<file path="src/sv/mbpu_pkg.sv">
// Shared types and constants for the mono bitmap header and pixel unpacker.
// No dependencies; every other file of the block imports this package.
package mbpu_pkg;

  localparam int unsigned HEADER_BYTES = 9;
  localparam int unsigned HDR_CNT_W    = 4;
  localparam int unsigned DIM_W        = 32;
  localparam int unsigned BYTE_W       = 8;
  localparam int unsigned BIT_IDX_W    = 3;
  localparam logic [BYTE_W-1:0] DEPTH_ONE = 8'd1;
  localparam logic [HDR_CNT_W-1:0] DEPTH_IDX = HDR_CNT_W'(HEADER_BYTES - 1);
  localparam logic [BIT_IDX_W-1:0] LAST_BIT = 3'd7;

  typedef enum logic [1:0] {
    KIND_PIXEL = 2'd0,
    KIND_SMALL = 2'd1,
    KIND_DEPTH = 2'd2,
    KIND_OOB   = 2'd3
  } kind_t;

  typedef enum logic [1:0] {
    PH_HEADER,
    PH_PIXELS,
    PH_IGNORE
  } phase_t;

  typedef enum logic [1:0] {
    CMD_ERR,
    CMD_START,
    CMD_PIX
  } cmd_t;

  // One queue entry from the front to the back.
  typedef struct packed {
    cmd_t              cmd;
    kind_t             kind;
    logic [BYTE_W-1:0] data;
    logic              last;
    logic [DIM_W-1:0]  width;
    logic [DIM_W-1:0]  height;
  } entry_t;

  // One result as it leaves the back.
  typedef struct packed {
    logic  image_end;
    logic  row_end;
    logic  pixel_value;
    kind_t kind;
  } result_t;

endpackage

</file>
<file path="src/sv/mbpu_front.sv">
// Front of the unpacker: accepts buffer bytes, parses the header and
// pushes error, start and pixel-byte commands. Depends on mbpu_pkg.
module mbpu_front (
  input  logic            clk,
  input  logic            rst,
  input  logic            s_tvalid,
  output logic            s_tready,
  input  logic [7:0]      s_tdata,   // [7:0] data_byte
  input  logic            s_tlast,   // end_of_buffer
  input  logic            q_full,
  output logic            q_push,
  output mbpu_pkg::entry_t q_entry
);
  import mbpu_pkg::*;

  phase_t               phase, phase_next;
  logic [HDR_CNT_W-1:0] hcount, hcount_next;
  logic [DIM_W-1:0]     width;
  logic [DIM_W-1:0]     height;
  logic                 acc;

  assign s_tready = !q_full;
  assign acc      = s_tvalid && s_tready;

  always_ff @(posedge clk) begin
    if (rst) begin
      phase  <= PH_HEADER;
      hcount <= '0;
    end else begin
      phase  <= phase_next;
      hcount <= hcount_next;
    end
  end

  // Assemble the little-endian dimensions.
  always_ff @(posedge clk) begin
    if (acc && phase == PH_HEADER) begin
      if (!hcount[3] && !hcount[2]) begin
        width[hcount[1:0]*BYTE_W +: BYTE_W] <= s_tdata;
      end else if (!hcount[3]) begin
        height[hcount[1:0]*BYTE_W +: BYTE_W] <= s_tdata;
      end
    end
  end

  always_comb begin
    phase_next     = phase;
    hcount_next    = hcount;
    q_push         = 1'b0;
    q_entry.cmd    = CMD_PIX;
    q_entry.kind   = KIND_PIXEL;
    q_entry.data   = s_tdata;
    q_entry.last   = s_tlast;
    q_entry.width  = width;
    q_entry.height = height;
    if (acc) begin
      unique case (phase)
        PH_HEADER: begin
          hcount_next = hcount + 1'b1;
          if (hcount == DEPTH_IDX) begin
            if (s_tdata != DEPTH_ONE) begin
              q_push       = 1'b1;
              q_entry.cmd  = CMD_ERR;
              q_entry.kind = KIND_DEPTH;
              phase_next   = PH_IGNORE;
            end else if (width == '0 || height == '0) begin
              phase_next = PH_IGNORE;
            end else begin
              q_push      = 1'b1;
              q_entry.cmd = CMD_START;
              phase_next  = PH_PIXELS;
            end
          end else if (s_tlast) begin
            q_push       = 1'b1;
            q_entry.cmd  = CMD_ERR;
            q_entry.kind = KIND_SMALL;
          end
        end
        PH_PIXELS: begin
          q_push = 1'b1;
        end
        PH_IGNORE: begin
        end
        default: begin
          phase_next = PH_HEADER;
        end
      endcase
      // The next byte opens a new buffer.
      if (s_tlast) begin
        phase_next  = PH_HEADER;
        hcount_next = '0;
      end
    end
  end

endmodule

</file>
<file path="src/sv/mbpu_fifo.sv">
// Short command queue between front and back, built from flip-flops.
// Depends on mbpu_pkg for the entry type.
module mbpu_fifo #(
  parameter int DEPTH = 4
) (
  input  logic             clk,
  input  logic             rst,
  input  logic             push,
  input  mbpu_pkg::entry_t wr_entry,
  output logic             full,
  input  logic             pop,
  output logic             rd_valid,
  output mbpu_pkg::entry_t rd_entry
);
  import mbpu_pkg::*;

  localparam int PTR_W = (DEPTH > 1) ? $clog2(DEPTH) : 1;
  localparam int CNT_W = $clog2(DEPTH + 1);

  entry_t             mem [DEPTH];
  logic [PTR_W-1:0]   wr_ptr;
  logic [PTR_W-1:0]   rd_ptr;
  logic [CNT_W-1:0]   count;

  assign full     = (count == CNT_W'(DEPTH));
  assign rd_valid = (count != '0);
  assign rd_entry = mem[rd_ptr];

  always_ff @(posedge clk) begin
    if (rst) begin
      wr_ptr <= '0;
      rd_ptr <= '0;
      count  <= '0;
    end else begin
      if (push) begin
        wr_ptr <= (wr_ptr == PTR_W'(DEPTH - 1)) ? '0 : wr_ptr + 1'b1;
      end
      if (pop) begin
        rd_ptr <= (rd_ptr == PTR_W'(DEPTH - 1)) ? '0 : rd_ptr + 1'b1;
      end
      if (push && !pop) begin
        count <= count + 1'b1;
      end else if (pop && !push) begin
        count <= count - 1'b1;
      end
    end
  end

  always_ff @(posedge clk) begin
    if (push) begin
      mem[wr_ptr] <= wr_entry;
    end
  end

endmodule

</file>
<file path="src/sv/mbpu_back.sv">
// Back of the unpacker: expands queued commands into results, one per
// cycle while m_tready allows, tracking row and column. Depends on mbpu_pkg.
module mbpu_back (
  input  logic             clk,
  input  logic             rst,
  input  logic             q_valid,
  input  mbpu_pkg::entry_t q_entry,
  output logic             q_pop,
  output logic             m_tvalid,
  input  logic             m_tready,
  output logic [7:0]       m_tdata,  // [1:0] result_kind, [2] pixel_value,
                                     // [3] row_end, [4] image_end, [7:5] zero
  output logic             m_tlast   // last_in_run
);
  import mbpu_pkg::*;

  entry_t                cur;
  logic                  busy;
  logic [BIT_IDX_W-1:0]  bit_idx;
  logic                  tail;
  logic                  active;
  logic [DIM_W-1:0]      col;
  logic [DIM_W-1:0]      row;
  logic [DIM_W-1:0]      wm1;
  logic [DIM_W-1:0]      hm1;
  result_t               res;

  logic can_emit, step, emit, done, lst, re, ie, set_tail, pix_step;

  assign can_emit = !m_tvalid || m_tready;
  assign step     = busy && can_emit;
  assign re       = (col == wm1);
  assign ie       = re && (row == hm1);
  assign pix_step = step && (cur.cmd == CMD_PIX) && !tail && active;

  always_comb begin
    emit            = 1'b0;
    done            = 1'b0;
    lst             = 1'b0;
    set_tail        = 1'b0;
    res.kind        = KIND_PIXEL;
    res.pixel_value = 1'b0;
    res.row_end     = 1'b0;
    res.image_end   = 1'b0;
    unique case (cur.cmd)
      CMD_ERR: begin
        emit     = 1'b1;
        res.kind = cur.kind;
        lst      = 1'b1;
        done     = 1'b1;
      end
      CMD_START: begin
        done = 1'b1;
        if (cur.last) begin
          emit     = 1'b1;
          res.kind = KIND_OOB;
          lst      = 1'b1;
        end
      end
      CMD_PIX: begin
        if (tail) begin
          emit     = 1'b1;
          res.kind = KIND_OOB;
          lst      = 1'b1;
          done     = 1'b1;
        end else if (!active) begin
          // Drop bytes past the end of the image.
          done = 1'b1;
        end else begin
          emit            = 1'b1;
          res.pixel_value = !cur.data[LAST_BIT - bit_idx];
          res.row_end     = re;
          res.image_end   = ie;
          if (ie) begin
            lst  = 1'b1;
            done = 1'b1;
          end else if (bit_idx == LAST_BIT) begin
            if (cur.last) begin
              set_tail = 1'b1;
            end else begin
              lst  = 1'b1;
              done = 1'b1;
            end
          end
        end
      end
      default: begin
        done = 1'b1;
      end
    endcase
  end

  assign q_pop = q_valid && (!busy || (step && done));

  always_ff @(posedge clk) begin
    if (rst) begin
      busy   <= 1'b0;
      active <= 1'b0;
      tail   <= 1'b0;
    end else begin
      if (q_pop) begin
        busy <= 1'b1;
      end else if (step && done) begin
        busy <= 1'b0;
      end
      if (q_pop) begin
        tail <= 1'b0;
      end else if (pix_step) begin
        tail <= set_tail;
      end
      if (step && cur.cmd == CMD_START) begin
        active <= !cur.last;
      end else if (pix_step && (ie || set_tail)) begin
        active <= 1'b0;
      end
    end
  end

  always_ff @(posedge clk) begin
    if (step && cur.cmd == CMD_START) begin
      wm1 <= cur.width - 1'b1;
      hm1 <= cur.height - 1'b1;
      col <= '0;
      row <= '0;
    end else if (pix_step) begin
      if (re) begin
        col <= '0;
        row <= row + 1'b1;
      end else begin
        col <= col + 1'b1;
      end
    end
    if (q_pop) begin
      bit_idx <= '0;
    end else if (pix_step) begin
      bit_idx <= bit_idx + 1'b1;
    end
    if (q_pop) begin
      cur <= q_entry;
    end
  end

  // Output register: holds while the receiver stalls.
  always_ff @(posedge clk) begin
    if (rst) begin
      m_tvalid <= 1'b0;
    end else if (can_emit) begin
      m_tvalid <= step && emit;
    end
  end

  always_ff @(posedge clk) begin
    if (can_emit) begin
      m_tdata <= {3'b000, res};
      m_tlast <= lst;
    end
  end

endmodule

</file>
<file path="src/sv/mono_bitmap_header_and_pixel_unpacker.sv">
// Mono bitmap unpacker: takes a byte stream with a 9-byte header
// (32-bit width, 32-bit height, depth byte) followed by 1-bit pixels.
// Usage:
//   Slave channel s_*: one buffer byte per request in s_tdata, s_tlast on
//   the final byte of the buffer. The byte after a tlast starts a new
//   buffer with a new header.
//   Master channel m_*: one result per request. m_tdata carries the kind
//   (pixel, buffer too small, unsupported depth, pixel data out of bounds)
//   and the inverted pixel with row-end and image-end marks; m_tlast marks
//   the last result caused by one input byte.
// Timing:
//   The first result of a byte passes the queue, the back end's entry and
//   output registers. A pixel byte yields up to eight results, one per
//   cycle while m_tready allows, and is finished before the next is popped,
//   so the single result per cycle sets the pixel data rate. A queued byte
//   that yields no result still takes a back-end step. A FIFO_DEPTH-entry
//   queue lets the input keep taking bytes while results drain.
// Reset clears the parser, queue and output valid. When m_tready is low the
// result holds, the back end stalls and s_tready drops once the queue fills.
module mono_bitmap_header_and_pixel_unpacker #(
  parameter int FIFO_DEPTH = 4
) (
  input  logic       clk,
  input  logic       rst,
  input  logic       s_tvalid,
  output logic       s_tready,
  input  logic [7:0] s_tdata,   // [7:0] data_byte
  input  logic       s_tlast,   // end_of_buffer
  output logic       m_tvalid,
  input  logic       m_tready,
  output logic [7:0] m_tdata,   // [1:0] result_kind, [2] pixel_value,
                                // [3] row_end, [4] image_end, [7:5] zero
  output logic       m_tlast    // last_in_run
);
  import mbpu_pkg::*;

  entry_t push_entry;
  entry_t pop_entry;
  logic   q_full, q_push, q_pop, q_valid;

  mbpu_front u_front (
    .clk      (clk),
    .rst      (rst),
    .s_tvalid (s_tvalid),
    .s_tready (s_tready),
    .s_tdata  (s_tdata),
    .s_tlast  (s_tlast),
    .q_full   (q_full),
    .q_push   (q_push),
    .q_entry  (push_entry)
  );

  mbpu_fifo #(
    .DEPTH (FIFO_DEPTH)
  ) u_fifo (
    .clk      (clk),
    .rst      (rst),
    .push     (q_push),
    .wr_entry (push_entry),
    .full     (q_full),
    .pop      (q_pop),
    .rd_valid (q_valid),
    .rd_entry (pop_entry)
  );

  mbpu_back u_back (
    .clk      (clk),
    .rst      (rst),
    .q_valid  (q_valid),
    .q_entry  (pop_entry),
    .q_pop    (q_pop),
    .m_tvalid (m_tvalid),
    .m_tready (m_tready),
    .m_tdata  (m_tdata),
    .m_tlast  (m_tlast)
  );

endmodule

</file>
<file path="config.mk">
export PLATFORM = sky130hd
export DESIGN_NAME = mono_bitmap_header_and_pixel_unpacker
export DESIGN_NICKNAME = d
export VERILOG_FILES = /design/src/sv/mbpu_pkg.sv /design/src/sv/mbpu_front.sv /design/src/sv/mbpu_fifo.sv /design/src/sv/mbpu_back.sv /design/src/sv/mono_bitmap_header_and_pixel_unpacker.sv
export SDC_FILE = /design/constraint.sdc
export NUM_CORES = 1
export LEC_CHECK = 0
export BUFFER_PORTS_ARGS = -buffer_cell sky130_fd_sc_hd__clkbuf_2
export CORE_ASPECT_RATIO = 1.2
export CORE_MARGIN = 2
export CORE_UTILIZATION = 50
export CTS_CLUSTER_DIAMETER = 120
export DETAILED_ROUTE_END_ITERATION = 7
export HOLD_SLACK_MARGIN = 0.08
export PLACE_DENSITY = 0.63
export SLEW_MARGIN = 20
export SYNTH_ARGS = -nofsm -noshare
export SYNTH_HDL_FRONTEND = slang
export SYNTH_SLANG_ARGS = --single-unit
</file>
<file path="constraint.sdc">
create_clock -name clk -period 7.1 [get_ports clk]
set_clock_uncertainty 0.1 [all_clocks]
set_input_delay 0.71 -clock clk [delete_from_list [all_inputs] [get_ports clk]]
set_output_delay 0.71 -clock clk [all_outputs]
set_load 0.01 [all_outputs]
</file>
==> impl_metrics.toml, run 1 <==
[placement]
gp_congestion = 0.811
hpwlAfterDp_um = 32600
io_buffers = 20
dpl_worst_slack_ns = 3.01

[logic_synthesis]
synth_commonest_cells = "edfxtp_1 (519), xnor2_1 (106), dfxtp_1 (84), nor2_1 (84), mux4_2 (79)"
post-synth-top-area-fraction_pct = 64.7
synth_edf_count = 519
yosysTopAreaCell = "edfxtp_1"
synth_area_leaders = "edfxtp_1 (65%), mux4_2 (7.4%), dfxtp_1 (7.0%)"
syn_inst = 1472
avgSynthCellArea_um2 = 16.4
yosys.area_share.simple_pct = 10.2
synth_xor_area_share_pct = 5.74
synth-compound-area-share_pct = 2.36
synth.most_common_cell = "edfxtp_1"
synth_adder_area_share_pct = 1.02
async_reset_ff_share_pct = 0
synthMuxAreaShare_pct = 7.68
synth_seq_area_share_pct = 71.7
synth_area_um2 = 24100
synth_ff_type = "edfxtp_1"
ys_ff_latch = 603
yosysWarnings = 0
synth_top_family_by_area = "simple AND/OR/NAND/NOR gates"
synth_cell_type_count = 65

[floorplanning]
die_h_um = 244
rows = 88
coreArea_um2 = 47800
initial_utilization_pct = 50.4
fp.dieW_um = 204
die-area_um2 = 50000
io_pins = 24

[timing]
hold_viol_final = 0
rsz0062_at_grt = "false"
setup_slack_ns = 3.17
post-route-period-util_pct = 55.4
max_slew.worst_pin.slew_ns = 1.08
hold_slack_ns = 0.308
setup_tns_ns = 0
min_period_ns = 3.93
slew_headroom_pct = 27.6
setup_viol = 0
slew_viol_final = 0
fmax_mhz = 254

[detailed_routing]
first_pass_iters = 5
drtIter0Drc = 718
remaining_drc_errors = 0
wl_per_cell_um = 22.1
drt-total-wl_um = 48700
vias = 12500
postRouteAntennaNets = 0
vias_per_cell = 5.68

[clock_network]
insertion_delay_ns = 0.61
cts_max_path_buffers = 3
cts.htree.levels = 2
cts_resized = 0
cts.clk_slew.worst_paths_ns = 0.06
clockRootBuffer = "clkbuf_16"
post-cts-setup-buffers = 0
cts_tree = "yes"
cts_buffers = 58
clock-sinks = 603
cts_hold_buffers = 0

[global_routing]
grtUsageTotal_pct = 20.1
first_global_vias = 12600
grt_pass1_wl_um = 75200
grt_max_degree = 61
antenna_found_initial = 2
grt-ovfl-total = 0

[cells_and_area]
n_antenna_cell = 0
fin_nets = 1553
syn2layout_area_growth_pct = 11.7
drive_gt1_share_pct = 14.4

[power_and_ir_drop]
p_leak_uw = 0.00851
peakVddDrop_mv = 0.211
p_per_area_nw_per_um2 = 351

[run]
maxCapViolCount = 0

[worst_setup_path]
crit_path_start_kind = "flop"
reg2reg_slack_ns = 3.17
crit_type = "reg2reg"
end_kind = "flop"
crit_required_ns = 7.54
worstPathMaxFanout = 25
worstPathArrival_ns = 4.37

[worst_hold_path]
hold_class = "in2reg"

[run_status]
status = "finished clean"
-- registers in the layout, summed over array words and instances, names as in the netlist, 2 cells and up --
name	cells
u_back.m_tdata	5
u_back.wm1	32
u_back.cur	77
u_front.width	32
u_back.col	32
u_fifo.mem	308
u_back.hm1	32
u_back.row	32
u_front.hcount	4
u_fifo.wr_ptr	2
u_fifo.count	3
u_fifo.rd_ptr	2
u_front.height	32
u_back.bit_idx	3
u_front.phase	2
-- layout by cell type (no fill, tap or decap), drive strengths merged, types with 16 or more instances in the layout --
| master | count |
|---|---|
| a21oi | 43 |
| and2 | 43 |
| and3 | 17 |
| clkbuf | 92 |
| clkinv | 24 |
| dfxtp | 84 |
| edfxtp | 519 |
| ha | 18 |
| inv | 32 |
| mux4 | 79 |
| nand2 | 66 |
| nand3 | 26 |
| nand4 | 42 |
| nor2 | 84 |
| nor3 | 33 |
| nor4 | 35 |
| o21ai | 19 |
| o31ai | 18 |
| or3 | 16 |
| or4 | 24 |
| xnor2 | 107 |
| xor2 | 50 |
-- critical path, stage by stage, from the launching register on --
cell,delay [ns]
dfxtp_1,0.46
xnor2_1,0.20
nand4_1,0.14
nor4_1,0.79
nand4_1,0.47
a21oi_4,0.23
buf_4,0.36
inv_1,0.09
ha_1,0.22
inv_1,0.07
fa_1,0.18
xor2_1,0.08
or3_1,0.32
a21oi_1,0.15
-- report_power, final --
group / leakage, uW / total (uW) / internal, uW / switching, uW
sequential: 0.00543 / 4950 / 4490 / 459
clock: 0.000944 / 3140 / 1850 / 1290
combinational: 0.00214 / 1360 / 622 / 737
total: 0.00851 / 9460 / 6970 / 2490
-- path summary, 6_finish.rpt --
check,startpoint,endpoint,cells after the start
worst max-delay path,u_back.row[4],u_fifo.count[2],13
worst min register to register,u_front.phase[1],u_front.phase[1],2
worst min-delay path,s_tdata[6],u_fifo.mem[2][71],1
worst max register to register,u_back.row[4],u_fifo.count[2],13
-- layer usage --
layer | GRT usage, % | share of wire (%) | routed length, um | up-vias
met2 | 34.5 | 52 | 25100 | 309
met4 | 6.18 | 2.5 | 1200 | 2
met1 | 26.3 | 41 | 20100 | 6347
li1 | - | - | - | 5769
met5 | 0 | 0.027 | 13 | -
met3 | 3.17 | 4.5 | 2210 | 76
-- logic make-up after synthesis --
family                     count (synthesis)
AOI/OAI and AO/OA                         95
other                                      1
xor gates and xnor gates                 157
adders and majority gates                 19
muxes                                     86
and+or+nand+nor                          433
buffers and inverters                     78
DFF                                      603
-- final cells by class --
| type | count | area, um2 |
|---|---|---|
| Clock inverter | 38 | 432 |
| Inverter | 31 | 118 |
| Fill cell | 3753 | 20900 |
| Timing Repair Buffer | 34 | 209 |
| Clock buffer | 72 | 1530 |
| Tap cell | 630 | 788 |
| Multi-Input combinational cell | 793 | 6560 |
| Sequential cell | 603 | 17300 |
-- through the flow --
stage          std cells  cell area, um2  total power [uW]  utilization, %
2_1_floorplan       1474           24100              5880               -
3_3_place_gp        2090           24900              6390            52.2
3_5_place_dp        2090           24900              6420            52.2
4_1_cts             2200           26900              9560            56.3
5_1_grt             2201           26900              9840            56.3
6_report            2201           26900              9460            56.3
(Power assumes the default switching activity.)
==> run 2: changes to the inputs <==
- ABC_AREA: default -> 1
- PLACE_DENSITY: 0.63 -> 0.66
- clock period: 7.1 -> 3.5 ns (I/O delays scaled with it)
==> impl_metrics.toml, run 2 <==
[run_status]
status = "finished clean"

[logic_synthesis]
synth_seq_area_share_pct = 68.1
synth_ff_type = "edfxtp_1"
synth_edf_count = 519
synth_area_um2 = 25400
async_reset_ff_share_pct = 0
synth.most_common_cell = "edfxtp_1"
synth_cell_type_count = 44
ys_ff_latch = 603
avgSynthCellArea_um2 = 11.0
yosysWarnings = 0
synth_area_leaders = "edfxtp_1 (61%), dfxtp_1 (6.6%), nand2_1 (5.8%)"
syn_inst = 2296
yosysTopAreaCell = "edfxtp_1"
post-synth-top-area-fraction_pct = 61.4
synth_commonest_cells = "edfxtp_1 (519), nand2_1 (390), nor2_1 (377)"

[global_routing]
grt_pass1_wl_um = 87000
grt-ovfl-total = 0
first_global_vias = 15800
grtUsageTotal_pct = 21.4
antenna_found_initial = 0
grt_max_degree = 157

[clock_network]
cts_buffers = 57
cts.clk_slew.worst_paths_ns = 0.06
cts_tree = "yes"
cts_max_path_buffers = 3
clock-sinks = 603
cts.htree.levels = 2
insertion_delay_ns = 0.61
clockRootBuffer = "clkbuf_16"

[cells_and_area]
reg_top3 = "u_fifo.mem (308), u_back.cur (77)"
largest_register = "u_fifo.mem"
fin_nets = 2382
layout_common_cells = "edfxtp_1 (519), nand2_1 (390), nor2_1 (373)"
layout_commonest_cell = "edfxtp_1"
largest_register_ffs = 308
n_antenna_cell = 0
drive_gt1_share_pct = 8.06
syn2layout_area_growth_pct = 12.2

[detailed_routing]
wl_per_cell_um = 18.4
remaining_drc_errors = 0
drtIter0Drc = 1303
drt-total-wl_um = 56000
vias = 16400
postRouteAntennaNets = 0
first_pass_iters = 5
vias_per_cell = 5.40

[worst_setup_path]
r2r.worst_path.cells = 16
worstPathArrival_ns = 3.53
reg2reg_slack_ns = 0.41
end_kind = "flop"
crit_type = "reg2reg"
crit_required_ns = 3.93
crit_path_start_kind = "flop"
timing.rr.end = "u_fifo.count[2]"
worstPathMaxFanout = 12
timing.rr.start = "u_front.hcount[0]"

[timing]
slew_headroom_pct = 35.8
setup_tns_ns = 0
fmax_mhz = 323
setup_viol = 0
setup_slack_ns = 0.408
max_slew.worst_pin.slew_ns = 0.963
slew_viol_final = 0
hold_viol_final = 0
post-route-period-util_pct = 88.4
rsz0062_at_grt = "false"
min_period_ns = 3.09

[placement]
gp_congestion = 0.892
io_buffers = 20
hpwlAfterDp_um = 37300
dpl_worst_slack_ns = 0.434

[floorplanning]
io_pins = 24
die_h_um = 251
initial_utilization_pct = 50.5
coreArea_um2 = 50200
rows = 90
die-area_um2 = 52600
fp.dieW_um = 210

[power_and_ir_drop]
peakVddDrop_mv = 0.697
p_leak_uw = 0.0101
p_per_area_nw_per_um2 = 738

[worst_hold_path]
whs_path_depth = 4
hold_start = "s_tvalid"
hold_class = "in2reg"
min_to = "u_front.hcount[3]"

[run]
maxCapViolCount = 0
==> run 2: cell count changes after synthesis, moves of 22 or more <==
cell,before,now
nand2_1,65,390
and2_1,42,0
or4_1,22,0
mux4_2,79,0
inv_1,31,211
clkbuf_1,25,60
xnor2_1,106,22
nand3_1,26,48
o21ai_0,19,177
o22ai_1,1,77
nor2_1,84,377
==> run 2: worst max path at each step <==
stage / start / to / cells after the start
after floorplan: u_front.hcount[0] / u_fifo.mem[0][0] / 12
after global placement: u_front.hcount[0] / u_fifo.count[2] / 16
after detailed placement: u_front.hcount[0] / u_fifo.count[2] / 16
after CTS: u_front.hcount[0] / u_fifo.count[2] / 16
after global routing: u_front.hcount[0] / u_fifo.count[2] / 16
final: u_front.hcount[0] / u_fifo.count[2] / 16
==> run 2: metal layers <==
metal	track usage (%)	wire [um]	share of wire (%)
met1	26.3	22900	41
met2	38.5	28700	51
met3	2.90	2450	4.4
met4	8.06	1900	3.4
met5	0	0	0
==> run 2: critical path, cell delays in order (launching register included) <==
cell,delay (ns)
dfxtp_1,0.43
inv_2,0.16
ha_1,0.37
inv_1,0.13
nor3_2,0.27
inv_1,0.11
a21oi_1,0.16
nand2_1,0.12
nand2_1,0.12
ha_1,0.15
inv_1,0.07
fa_1,0.39
nor2_1,0.11
nor2_1,0.04
nand2_1,0.07
o21ai_0,0.07
a21oi_1,0.14
==> run 2: repair_timing <==
item | CTS | global route
endpoints found under the hold margin | 43 | 0
hold buffers | 10 | 0
gates resized for setup | 0 | 0
buffers inserted | 0 | 0
==> run 2: cell families after synthesis <==
family	count (synthesis)	share of synthesized area, %
buffers and inverters	287	4.36
other	1	0.0148
AND/OR/NAND/NOR	974	16.6
adder cells (fa/ha/maj)	19	0.967
AO/OA/AOI/OAI	322	6.84
flip-flops	603	68.1
XOR/XNOR	90	3.11
==> run 2: area by class of cell <==
| class | instances | area [um2] |
|---|---|---|
| fill | 4094 | 21800 |
| sequential | 603 | 17300 |
| clock inverter | 40 | 419 |
| timing repair buffer | 63 | 611 |
| multi-input combinational | 1408 | 7050 |
| tap | 644 | 806 |
| clock buffer | 65 | 1480 |
| inverter | 217 | 823 |
==> run 2: stage by stage <==
step	instances	cell area [um2]	util, %	total power (uW)	hold slack, ns
5_1_grt	3040	28500	56.7	22000	0.137
3_5_place_dp	2925	26500	52.7	14900	0.377
3_3_place_gp	2925	26500	52.7	14700	0.352
2_1_floorplan	2298	25400	-	13200	0.345
6_report	3040	28500	56.7	21000	0.123
4_1_cts	3040	28500	56.7	21100	0.117
==> run 2: power breakdown <==
group | total [uW] | switching, uW | internal, uW
Combinational | 4590 | 3160 | 1440
Clock | 6240 | 2620 | 3620
Sequential | 10200 | 775 | 9380
Total | 21000 | 6550 | 14400
==> run 3: changes to the inputs <==
- PLACE_DENSITY: 0.66 -> 0.76
==> impl_metrics.toml, run 3 (synthesized netlist as in run 2, its figures left out) <==
[worst_setup_path]
critPathMaxStageDelay_ns = 0.53
critical_path.top_delay_family = "simple AND/OR/NAND/NOR gates"
crit_type = "reg2reg"
worstPathMaxFanout = 9
path_common_cell = "nand2_1"
slowest_stage = "edfxtp_1"
crit_chain = "nor4_1 -> and2_0 -> nand4_1 -> nand2_1 -> nand3_1 -> nand2_2 -> nand2_1 -> ha_1 -> inv_1 -> fa_1 -> o21ai_0 -> a21oi_1"
crit_path_start_kind = "flop"
worstPathArrival_ns = 3.52
crit_required_ns = 3.90
worst-path-buf-inv = 1
end_kind = "flop"

[cells_and_area]
drive_gt1_share_pct = 8.70
reg_top3 = "u_fifo.mem (308), u_back.cur (77)"
layout_commonest_cell = "edfxtp_1"
syn2layout_area_growth_pct = 12.4
layout_common_cells = "edfxtp_1 (519), nand2_1 (389), nor2_1 (373)"
n_antenna_cell = 0
largest_register_ffs = 308
design_area_um2 = 28500
fillers = 3944
largest_register = "u_fifo.mem"
fin_nets = 2386

[timing]
post-route-period-util_pct = 89.1
setup_viol = 0
setup_slack_ns = 0.382
max_slew.worst_pin.slew_ns = 0.956
setup_tns_ns = 0
hold_viol_final = 0
fmax_mhz = 321
min_period_ns = 3.12
slew_viol_final = 0
rsz0062_at_grt = "false"
slew_headroom_pct = 36.0

[floorplanning]
coreArea_um2 = 50200
die-area_um2 = 52600
io_pins = 24
fp.dieW_um = 210
rows = 90
die_h_um = 251
initial_utilization_pct = 50.5

[power_and_ir_drop]
p_int_uw = 14300
total_power_uw = 20800
combPwrFrac_pct = 21.3
net-switching-power_uw = 6510
p_leak_uw = 0.0101
power_frac_seq_pct = 49.0
power.share.clock_pct = 29.7
peakVddDrop_mv = 0.814
p_sw_share_pct = 31.2
p_per_area_nw_per_um2 = 731

[clock_network]
cts.htree.levels = 2
cts_max_path_buffers = 3
insertion_delay_ns = 0.62
cts_tree = "yes"
clock-sinks = 603
cts.clk_slew.worst_paths_ns = 0.07
clockRootBuffer = "clkbuf_16"
cts_buffers = 56

[placement]
hpwlAfterDp_um = 37500
place_area_um2 = 26500
dpl_worst_slack_ns = 0.223
io_buffers = 20
gp_congestion = 0.901

[detailed_routing]
postRouteAntennaNets = 0
drt-total-wl_um = 55600
remaining_drc_errors = 0
drtIter0Drc = 1616
vias_per_cell = 5.53
first_pass_iters = 5
vias = 16900
wl_per_cell_um = 18.3

[worst_hold_path]
hold_class = "in2reg"

[run_status]
status = "finished clean"

[global_routing]
grtUsageTotal_pct = 21.1
grt_pass1_wl_um = 87300
first_global_vias = 16300
antenna_found_initial = 1
grt_max_degree = 157
grt-ovfl-total = 0

[run]
maxCapViolCount = 0
==> run 3: what timing repair did <==
action	in CTS	in global routing
resized for setup	0	2
hold buffers	11	0
buffers inserted	0	0
hold endpoints to repair	43	0
setup endpoints to repair	0	194
==> run 3: area by class of cell <==
type                    instances  area [um2]  area share (%)
clock inverters                36         394            1.38
clock buffers                  70        1490            5.24
repair buffers                 68         688            2.41
well taps                     644         806            2.82
multi-input cells            1408        7050            24.7
flip-flops and latches        603       17300            60.5
inverters                     217         823            2.89
==> run 3: power groups by stage <==
| stage | Clock, uW | Sequential [uW] | Combinational, uW |
|---|---|---|---|
| 5_1_grt | 6530 | 10300 | 4990 |
| 6_report | 6200 | 10200 | 4440 |
| 3_5_place_dp | 0 | 10300 | 4390 |
| 3_3_place_gp | 0 | 10300 | 4250 |
| 2_1_floorplan | 0 | 10100 | 3100 |
| 4_1_cts | 6280 | 10200 | 4430 |
==> run 3: through the flow <==
step	util (%)	instances	hold WS [ns]
2_1_floorplan	-	2298	0.345
3_3_place_gp	52.8	2929	0.357
3_5_place_dp	52.8	2929	0.372
4_1_cts	56.8	3046	0.116
5_1_grt	56.8	3046	0.157
6_report	56.8	3046	0.126
==> run 3: worst register-to-register path, delay by kind of cell (launching register included) <==
kind	cells	cell delay [ns]
compound gates	2	0.22
fa+ha+maj	2	0.62
buf+inv	1	0.10
flops	1	0.53
simple gates	7	1.43
==> run 3: per-layer routing <==
| metal | up-vias | track usage, % | wire [um] |
|---|---|---|---|
| li1 | 7998 | - | - |
| met1 | 8073 | 26.5 | 22200 |
| met2 | 643 | 37.0 | 28000 |
| met3 | 142 | 2.51 | 3160 |
| met4 | 0 | 9.36 | 2300 |
| met5 | - | 0 | 0 |
==> run 3: path summary, 6_finish.rpt <==
check | start | to | slack (ns) | depth (start not counted)
min | m_tready | u_back.m_tvalid | 0.13 | 5
max reg2reg | u_front.height[3] | u_fifo.count[1] | 0.38 | 12
min reg2reg | u_front.phase[1] | u_front.phase[1] | 0.38 | 2
max | u_front.height[3] | u_fifo.count[1] | 0.38 | 12
